**config.mk**
```make
export PLATFORM = sky130hd
export DESIGN_NAME = bresenham_line_rasterizer
export DESIGN_NICKNAME = d
export VERILOG_FILES = /design/src/design/blr_pkg.sv /design/src/design/blr_cfg.sv /design/src/design/blr_setup.sv /design/src/design/blr_walk.sv /design/src/design/bresenham_line_rasterizer.sv
export SDC_FILE = /design/constraint.sdc
export NUM_CORES = 1
export LEC_CHECK = 0
export ABC_AREA = 1
export BUFFER_PORTS_ARGS = -buffer_cell sky130_fd_sc_hd__buf_4
export CAP_MARGIN = 20
export CELL_PAD_IN_SITES_DETAIL_PLACEMENT = 0
export CELL_PAD_IN_SITES_GLOBAL_PLACEMENT = 1
export CORE_ASPECT_RATIO = 1.25
export CORE_MARGIN = 8
export CORE_UTILIZATION = 37
export CTS_CLUSTER_SIZE = 25
export DETAILED_ROUTE_END_ITERATION = 12
export HOLD_SLACK_MARGIN = 0.1
export PLACE_DENSITY_LB_ADDON = 0.1
export SYNTH_ARGS = -nofsm -noshare
export SYNTH_HDL_FRONTEND = slang
export SYNTH_SLANG_ARGS = --single-unit
```
**constraint.sdc**
```tcl
create_clock -name clk -period 2.55 [get_ports clk]
set_input_delay 0.51 -clock clk [delete_from_list [all_inputs] [get_ports clk]]
set_output_delay 0.51 -clock clk [all_outputs]
set_load 0.02 [all_outputs]
```
**src/design/blr_pkg.sv**
```systemverilog
// Shared constants for the Bresenham line rasterizer.
// No dependencies; imported by every module of the block.
package blr_pkg;

	localparam int FIELD_BITS      = 6;   // width of every coordinate field on the ports
	localparam int COORD_BITS_DEF  = 6;
	localparam int IMG_BITS        = 7;
	localparam int APB_ADDR_BITS   = 3;
	localparam int APB_DATA_BITS   = 32;
	localparam int S_TDATA_BITS    = 4 * FIELD_BITS;
	localparam int M_TDATA_BITS    = 16;

	localparam logic [IMG_BITS-1:0] IMG_SIZE_RESET = IMG_BITS'(64);

	// register index, taken from paddr[2]
	localparam logic REG_IMAGE_WIDTH  = 1'b0;
	localparam logic REG_IMAGE_HEIGHT = 1'b1;

endpackage

```
**src/design/blr_cfg.sv**
```systemverilog
// APB register file: image_width and image_height.
// Depends on blr_pkg.
module blr_cfg (
	input  logic                              clk,
	input  logic                              arst_n,
	input  logic                              psel,
	input  logic                              penable,
	input  logic                              pwrite,
	input  logic [blr_pkg::APB_ADDR_BITS-1:0] paddr,
	input  logic [blr_pkg::APB_DATA_BITS-1:0] pwdata,
	output logic [blr_pkg::APB_DATA_BITS-1:0] prdata,
	output logic                              pready,
	output logic [blr_pkg::IMG_BITS-1:0]      image_width,
	output logic [blr_pkg::IMG_BITS-1:0]      image_height
);
	import blr_pkg::*;

	logic [IMG_BITS-1:0] width_q;
	logic [IMG_BITS-1:0] height_q;
	logic                wr_en;
	logic                reg_sel;

	assign pready  = 1'b1;
	assign wr_en   = psel && penable && pwrite;
	assign reg_sel = paddr[2];

	always_ff @(posedge clk or negedge arst_n) begin
		if (!arst_n) begin
			width_q  <= IMG_SIZE_RESET;
			height_q <= IMG_SIZE_RESET;
		end else if (wr_en) begin
			case (reg_sel)
				REG_IMAGE_WIDTH:  width_q  <= pwdata[IMG_BITS-1:0];
				REG_IMAGE_HEIGHT: height_q <= pwdata[IMG_BITS-1:0];
				default: ;
			endcase
		end
	end

	always_comb begin
		case (reg_sel)
			REG_IMAGE_WIDTH:  prdata = APB_DATA_BITS'(width_q);
			REG_IMAGE_HEIGHT: prdata = APB_DATA_BITS'(height_q);
			default:          prdata = '0;
		endcase
	end

	assign image_width  = width_q;
	assign image_height = height_q;

endmodule

```
**src/design/blr_setup.sv**
```systemverilog
// Line setup: picks the major axis, orders the endpoints and finds the deltas.
// Depends on blr_pkg.
module blr_setup #(
	parameter int COORD_BITS = blr_pkg::COORD_BITS_DEF
) (
	input  logic [COORD_BITS-1:0] sx,
	input  logic [COORD_BITS-1:0] sy,
	input  logic [COORD_BITS-1:0] ex,
	input  logic [COORD_BITS-1:0] ey,
	output logic [COORD_BITS-1:0] maj_start,
	output logic [COORD_BITS-1:0] min_start,
	output logic [COORD_BITS-1:0] maj_end,
	output logic [COORD_BITS-1:0] maj_delta,
	output logic [COORD_BITS-1:0] min_delta,
	output logic                  min_neg,
	output logic                  x_major
);
	import blr_pkg::*;

	logic [COORD_BITS-1:0] dx, dy, min_end;
	logic                  swap;

	always_comb begin
		dx      = (ex > sx) ? ex - sx : sx - ex;
		dy      = (ey > sy) ? ey - sy : sy - ey;
		x_major = dx > dy;   // ties go to y
		if (x_major) begin
			swap      = ex < sx;
			maj_start = swap ? ex : sx;
			min_start = swap ? ey : sy;
			maj_end   = swap ? sx : ex;
			min_end   = swap ? sy : ey;
			maj_delta = dx;
			min_delta = dy;
		end else begin
			swap      = ey < sy;
			maj_start = swap ? ey : sy;
			min_start = swap ? ex : sx;
			maj_end   = swap ? sy : ey;
			min_end   = swap ? sx : ex;
			maj_delta = dy;
			min_delta = dx;
		end
		min_neg = min_end < min_start;
	end

endmodule

```
**src/design/blr_walk.sv**
```systemverilog
// Pixel walker: one shared error/step unit advances one pixel per cycle while the output is not stalled,
// with a registered output stage. Depends on blr_pkg.
module blr_walk #(
	parameter int COORD_BITS = blr_pkg::COORD_BITS_DEF
) (
	input  logic                              clk,
	input  logic                              arst_n,
	input  logic                              load,
	input  logic [COORD_BITS-1:0]             maj_start,
	input  logic [COORD_BITS-1:0]             min_start,
	input  logic [COORD_BITS-1:0]             maj_end,
	input  logic [COORD_BITS-1:0]             maj_delta,
	input  logic [COORD_BITS-1:0]             min_delta,
	input  logic                              min_neg,
	input  logic                              x_major,
	input  logic [blr_pkg::IMG_BITS-1:0]      image_width,
	input  logic [blr_pkg::IMG_BITS-1:0]      image_height,
	output logic                              busy,
	output logic                              out_valid,
	input  logic                              out_ready,
	output logic [blr_pkg::FIELD_BITS-1:0]    pixel_x,
	output logic [blr_pkg::FIELD_BITS-1:0]    pixel_y,
	output logic                              visible,
	output logic                              last
);
	import blr_pkg::*;

	localparam int ERR_BITS = COORD_BITS + 3;

	logic                       busy_q;
	logic [COORD_BITS-1:0]      maj_q, min_q, maj_end_q, maj_d_q, min_d_q;
	logic                       neg_q, xm_q;
	logic signed [ERR_BITS-1:0] err_q;

	logic                       out_valid_q;
	logic [FIELD_BITS-1:0]      px_q, py_q;
	logic                       vis_q, last_q;

	logic                       advance;
	logic                       at_end;
	logic signed [ERR_BITS-1:0] err_sum, err_nxt, maj_d_s, min_d_s;
	logic                       step_min;
	logic [FIELD_BITS-1:0]      cur_px, cur_py;

	assign advance = busy_q && (!out_valid_q || out_ready);
	assign at_end  = maj_q == maj_end_q;
	assign maj_d_s = $signed(ERR_BITS'(maj_d_q));
	assign min_d_s = $signed(ERR_BITS'(min_d_q));

	// shared error unit: add minor delta, test 2*err >= major delta, pull back
	always_comb begin
		err_sum  = err_q + min_d_s;
		step_min = (err_sum <<< 1) >= maj_d_s;
		err_nxt  = step_min ? err_sum - maj_d_s : err_sum;
		cur_px   = FIELD_BITS'(xm_q ? maj_q : min_q);
		cur_py   = FIELD_BITS'(xm_q ? min_q : maj_q);
	end

	always_ff @(posedge clk or negedge arst_n) begin
		if (!arst_n) begin
			busy_q      <= 1'b0;
			out_valid_q <= 1'b0;
		end else begin
			if (load)
				busy_q <= 1'b1;
			else if (advance && at_end)
				busy_q <= 1'b0;
			if (advance)
				out_valid_q <= 1'b1;
			else if (out_ready)
				out_valid_q <= 1'b0;
		end
	end

	always_ff @(posedge clk) begin
		if (load) begin
			maj_q     <= maj_start;
			min_q     <= min_start;
			maj_end_q <= maj_end;
			maj_d_q   <= maj_delta;
			min_d_q   <= min_delta;
			neg_q     <= min_neg;
			xm_q      <= x_major;
			err_q     <= '0;
		end else if (advance) begin
			maj_q <= maj_q + 1'b1;
			if (step_min)
				min_q <= neg_q ? min_q - 1'b1 : min_q + 1'b1;
			err_q <= err_nxt;
		end
		if (advance) begin
			px_q   <= cur_px;
			py_q   <= cur_py;
			vis_q  <= ({1'b0, cur_px} < image_width) && ({1'b0, cur_py} < image_height);
			last_q <= at_end;
		end
	end

	assign busy      = busy_q;
	assign out_valid = out_valid_q;
	assign pixel_x   = px_q;
	assign pixel_y   = py_q;
	assign visible   = vis_q;
	assign last      = last_q;

	// a line ends only by registering its final pixel
	a_end_on_last: assert property (@(posedge clk) disable iff (!arst_n)
		$fell(busy_q) |-> out_valid_q && last_q)
		else $error("walker went idle without emitting the last pixel");

	// the walk never passes the major endpoint
	a_maj_in_range: assert property (@(posedge clk) disable iff (!arst_n)
		busy_q |-> maj_q <= maj_end_q)
		else $error("major coordinate beyond line end");

	// error stays within one major delta of zero
	a_err_bound: assert property (@(posedge clk) disable iff (!arst_n)
		busy_q |-> (err_q <= maj_d_s) && (-err_q <= maj_d_s))
		else $error("error accumulator out of bounds");

	// no new line is loaded over one in flight
	a_no_reload: assert property (@(posedge clk) disable iff (!arst_n)
		busy_q |-> !load)
		else $error("line loaded while walker busy");

endmodule

```
**src/design/bresenham_line_rasterizer.sv**
```systemverilog
// Bresenham line rasterizer, top level. A line with major delta d gives d+1 pixels.
// Throughput: one pixel per cycle from the shared step unit while m_tready is high;
// s_tready is low while a line is walked, so a new line waits until the last pixel of the one before is registered.
// Reset (arst_n, async): walker idle, output empty, image size registers at 64.
module bresenham_line_rasterizer #(
	parameter int COORD_BITS = blr_pkg::COORD_BITS_DEF
) (
	input  logic                              clk,
	input  logic                              arst_n,
	input  logic                              s_tvalid,
	output logic                              s_tready,
	input  logic [blr_pkg::S_TDATA_BITS-1:0]  s_tdata,  // start_x, start_y, end_x, end_y
	output logic                              m_tvalid,
	input  logic                              m_tready,
	output logic [blr_pkg::M_TDATA_BITS-1:0]  m_tdata,  // pixel_x, pixel_y, 4'b0 pad
	output logic                              m_tuser,  // visible
	output logic                              m_tlast,
	input  logic                              psel,
	input  logic                              penable,
	input  logic                              pwrite,
	input  logic [blr_pkg::APB_ADDR_BITS-1:0] paddr,
	input  logic [blr_pkg::APB_DATA_BITS-1:0] pwdata,
	output logic [blr_pkg::APB_DATA_BITS-1:0] prdata,
	output logic                              pready
);
	import blr_pkg::*;

	logic [IMG_BITS-1:0]   image_width, image_height;
	logic                  busy, load;
	logic [COORD_BITS-1:0] maj_start, min_start, maj_end, maj_delta, min_delta;
	logic                  min_neg, x_major;
	logic [FIELD_BITS-1:0] pixel_x, pixel_y;

	assign s_tready = !busy;
	assign load     = s_tvalid && s_tready;

	blr_cfg u_cfg (
		.clk          (clk),
		.arst_n       (arst_n),
		.psel         (psel),
		.penable      (penable),
		.pwrite       (pwrite),
		.paddr        (paddr),
		.pwdata       (pwdata),
		.prdata       (prdata),
		.pready       (pready),
		.image_width  (image_width),
		.image_height (image_height)
	);

	blr_setup #(.COORD_BITS(COORD_BITS)) u_setup (
		.sx        (s_tdata[0*FIELD_BITS +: COORD_BITS]),
		.sy        (s_tdata[1*FIELD_BITS +: COORD_BITS]),
		.ex        (s_tdata[2*FIELD_BITS +: COORD_BITS]),
		.ey        (s_tdata[3*FIELD_BITS +: COORD_BITS]),
		.maj_start (maj_start),
		.min_start (min_start),
		.maj_end   (maj_end),
		.maj_delta (maj_delta),
		.min_delta (min_delta),
		.min_neg   (min_neg),
		.x_major   (x_major)
	);

	blr_walk #(.COORD_BITS(COORD_BITS)) u_walk (
		.clk          (clk),
		.arst_n       (arst_n),
		.load         (load),
		.maj_start    (maj_start),
		.min_start    (min_start),
		.maj_end      (maj_end),
		.maj_delta    (maj_delta),
		.min_delta    (min_delta),
		.min_neg      (min_neg),
		.x_major      (x_major),
		.image_width  (image_width),
		.image_height (image_height),
		.busy         (busy),
		.out_valid    (m_tvalid),
		.out_ready    (m_tready),
		.pixel_x      (pixel_x),
		.pixel_y      (pixel_y),
		.visible      (m_tuser),
		.last         (m_tlast)
	);

	assign m_tdata = M_TDATA_BITS'({pixel_y, pixel_x});

endmodule

```
==> flow_metrics.tcl <==
set metrics [dict create \
    worst_pin_slew_ps 615 \
    hp-start "s_tvalid" \
    grt_pass1_wl_mm 31.1 \
    num-fill-cells 1665 \
    skew_ps 6.78 \
    syn_area_sq_um 6380 \
    fin_cells 1288 \
    track_usage_pct 17.5 \
    grt_pass1_vias 6380 \
    overflow 0 \
    path_clk_slew_ps 60 \
    hpwl_mm 15.3 \
    antenna_cells 0 \
    registers.top_by_ff_count "u_walk.err_q" \
    finalMaxSlewViolations 0 \
    drv_cap 0 \
    std_cell_rows 53 \
    dp_slack_ps -1220 \
    start_util_pct 37.9 \
    drtAntennaViolNets 0 \
    core-area_sq_um 16800 \
    p_leak_uw 0.00442 \
    dpl.cell_count 1230 \
    slew_headroom_pct 59.0 \
    path_delay_family "adder cells" \
    synth_cells 856 \
    fmax_mhz 294 \
    crit_path_frequent_cell "nand2_2" \
    crit_chain "buf_12, inv_12, ha_4, inv_2, fa_2, nand2_2, nand3_4, nand2_4, o21ai_2, xnor2_2, ha_1, nand2_2, nor2_4, nand2_2, nand3_2, nand2_4, buf_4, inv_6, buf_4, o21ai_1, ha_4, a21oi_1, o21ai_1, a21oi_1" \
    antenna_found_initial 0 \
    yosys.cell_types.count 43 \
    arrival_ps 3590 \
    numCtsBuffers 9 \
    outcome "finished with violations" \
    dr.pass1.iters 5 \
    drt-total-wl_mm 19.1 \
    power_density_nw_per_um2 1000 \
    end_kind "flop" \
    finalHoldViolCount 0 \
    worst_setup_path_start_kind "input pin" \
    critPathRequiredTime_ps 2730 \
    clockRootBuffer "clkbuf_16" \
    critical-path-slowest-cell "fa_2" \
    port_buffers 61 \
    routedWlPerCell_um 14.8 \
    path_class "input pin to flop" \
    final_common_cell "buf_4" \
    crit_buf_inv 6 \
    grt_start_max_net_pins 42 \
    clock_latency_ps 330 \
    drive_above_1_share_pct 34.6 \
    area_growth_pct 43.3 \
    layout.nets 1201 \
    route.vias.total 6213 \
    die_h_um 163 \
    cp_slowest_stage_delay_ps 390 \
    setup_viol 39 \
    die_area_sq_um 21700 \
    peakVddDrop_v 0.000348 \
    hold_path_class "input pin to flop" \
    drtIter0Drc 281 \
    layout_common_cells "buf_4, nand2_1, inv_1" \
    startpoint "s_tdata[12]" \
    setup_ws_ps -851 \
    synth-seq-cells 70 \
    die_width_um 133 \
    clock_path_buffers 2 \
    drc 0 \
    io_pins 119 \
    rsz0062_at_grt "true" \
    yosys_warnings 0 \
    reg2reg_from "u_walk.min_d_q[2]" \
    vias_per_cell 4.82 \
    path_max_fanout 7 \
    place_congestion 0.892 \
    cts_tree "yes" \
    violations "negative setup slack" \
    min_period_ps 3400 \
    largest_reg_flops 8 \
    yosysSeqAreaShare_pct 30.5 \
    htree_levels 3 \
    cts_sinks 70 \
    syn-mean-instance-area_sq_um 7.45 \
    period_share_pct 133 \
]
-- synthesized netlist by cell type --
library cell  count  area share (%)
buf_2            12            0.94
buf_6             5            0.88
a211oi_1          2            0.24
xnor2_1           7            0.96
inv_2             1           0.059
clkinv_1          1           0.059
fa_1              7             2.2
xor2_1           20             2.7
conb_1            2            0.12
ha_1             65              13
or2_1             2            0.20
o21ai_2           2            0.27
mux2i_1           1            0.16
nand3_4           2            0.55
nand3b_1          4            0.47
nand3_1          31             2.4
o21bai_1          2            0.24
o22ai_1          10            0.98
nor3_1            2            0.16
inv_1           115             6.8
nor3b_1           1            0.12
o211ai_1         14             1.6
dfxtp_1           8             2.5
nor2_1           44             2.6
a31oi_1           6            0.59
or2_2             1           0.098
nand2_4           3            0.53
dfrtp_1          14             5.5
o21ai_0          92             7.2
nand3_2           1            0.16
a21o_1            3            0.35
nand2_2           4            0.39
xnor2_2           1            0.26
dfstp_2           2            0.82
nor4_1            2            0.20
and3_1            2            0.20
a21oi_1          45             3.5
o21ai_1           9            0.71
nand2_1         217              13
edfxtp_1         46              22
nand4_1           8            0.78
buf_4            31             3.6
clkbuf_1          9            0.53
-- power breakdown --
group / total (uW) / internal (uW) / switching [uW]
logic: 6120 / 2940 / 3180
clock network: 1240 / 785 / 450
registers: 1780 / 1600 / 182
-- cell type report --
type | count | area, sq um | share of cell area (%)
clock buffers | 13 | 250 | 2.74
repair buffers | 225 | 1870 | 20.4
well taps | 220 | 275 | 3.01
multi-input cells | 640 | 4280 | 46.8
flip-flops and latches | 70 | 1940 | 21.3
inverters | 117 | 479 | 5.24
clock inverters | 3 | 43.8 | 0.479
-- cells by family (layout without fill, tap and decap cells) --
kind of cell             Yosys count  count (layout)  share of synthesized area, %
buffers and inverters            174             358                          12.9
multiplexers                       1               1                         0.157
flip-flops                        70              70                          30.5
XOR/XNOR                          28              28                          3.96
AO/OA/AOI/OAI                    185             185                          15.8
adder cells (fa/ha/maj)           72              72                          15.0
AND/OR/NAND/NOR                  324             324                          21.6
other                              2              30                         0.118
-- through the flow --
step,util (%),area (sq um),setup TNS [ps],hold WS [ps],total power [uW]
after global placement,46.8,7890,-27550,382,6390
after floorplan,-,6650,-15420,214,4960
after CTS,52.4,8820,-15300,418,8510
after detailed placement,46.8,7890,-28310,385,6460
final,54.3,9140,-17950,425,9140
after global routing,54.3,9140,-22720,443,9900
-- worst register-to-register path, stage by stage, from the launching register on --
cell and delay [ps]:
edfxtp_1 410, ha_4 260, or2_4 250, buf_4 140, nand3_2 70, nand2_1 50
nand2_1 70, nand2_2 60, buf_4 130, buf_4 130, buf_4 120, buf_4 130
nand3_2 90, nand2_4 80, o21ai_4 250
-- final timing paths --
check | endpoint | slack, ps | cells after the start
min | u_walk.busy | 430 | 3
min in group asynchronous | u_cfg.image_width[1] | 580 | 2
max in group asynchronous | u_cfg.image_width[6] | 1710 | 2
max reg2reg | u_walk.min_q[0] | -10 | 14
max | u_walk.neg_q | -850 | 24
min reg2reg | u_walk.err_q[5] | 460 | 2
-- per-layer routing --
metal	GRT usage, %	vias to the layer above	routed length [um]	part of all wire, %
li1	-	3186	-	-
met5	0	-	0	0
met3	2.78	29	600	3.1
met2	33.2	109	10200	53
met4	6.39	0	490	2.6
met1	19.1	2889	7870	41
-- what timing repair did --
action,in CTS,in global routing
resized for setup,90,65
hold buffers,1,0
pin swaps,44,44
setup buffers,36,8
endpoints found under the setup margin,46,46
hold endpoints to repair,14,0
cloned,0,0
(Power assumes the default switching activity.)
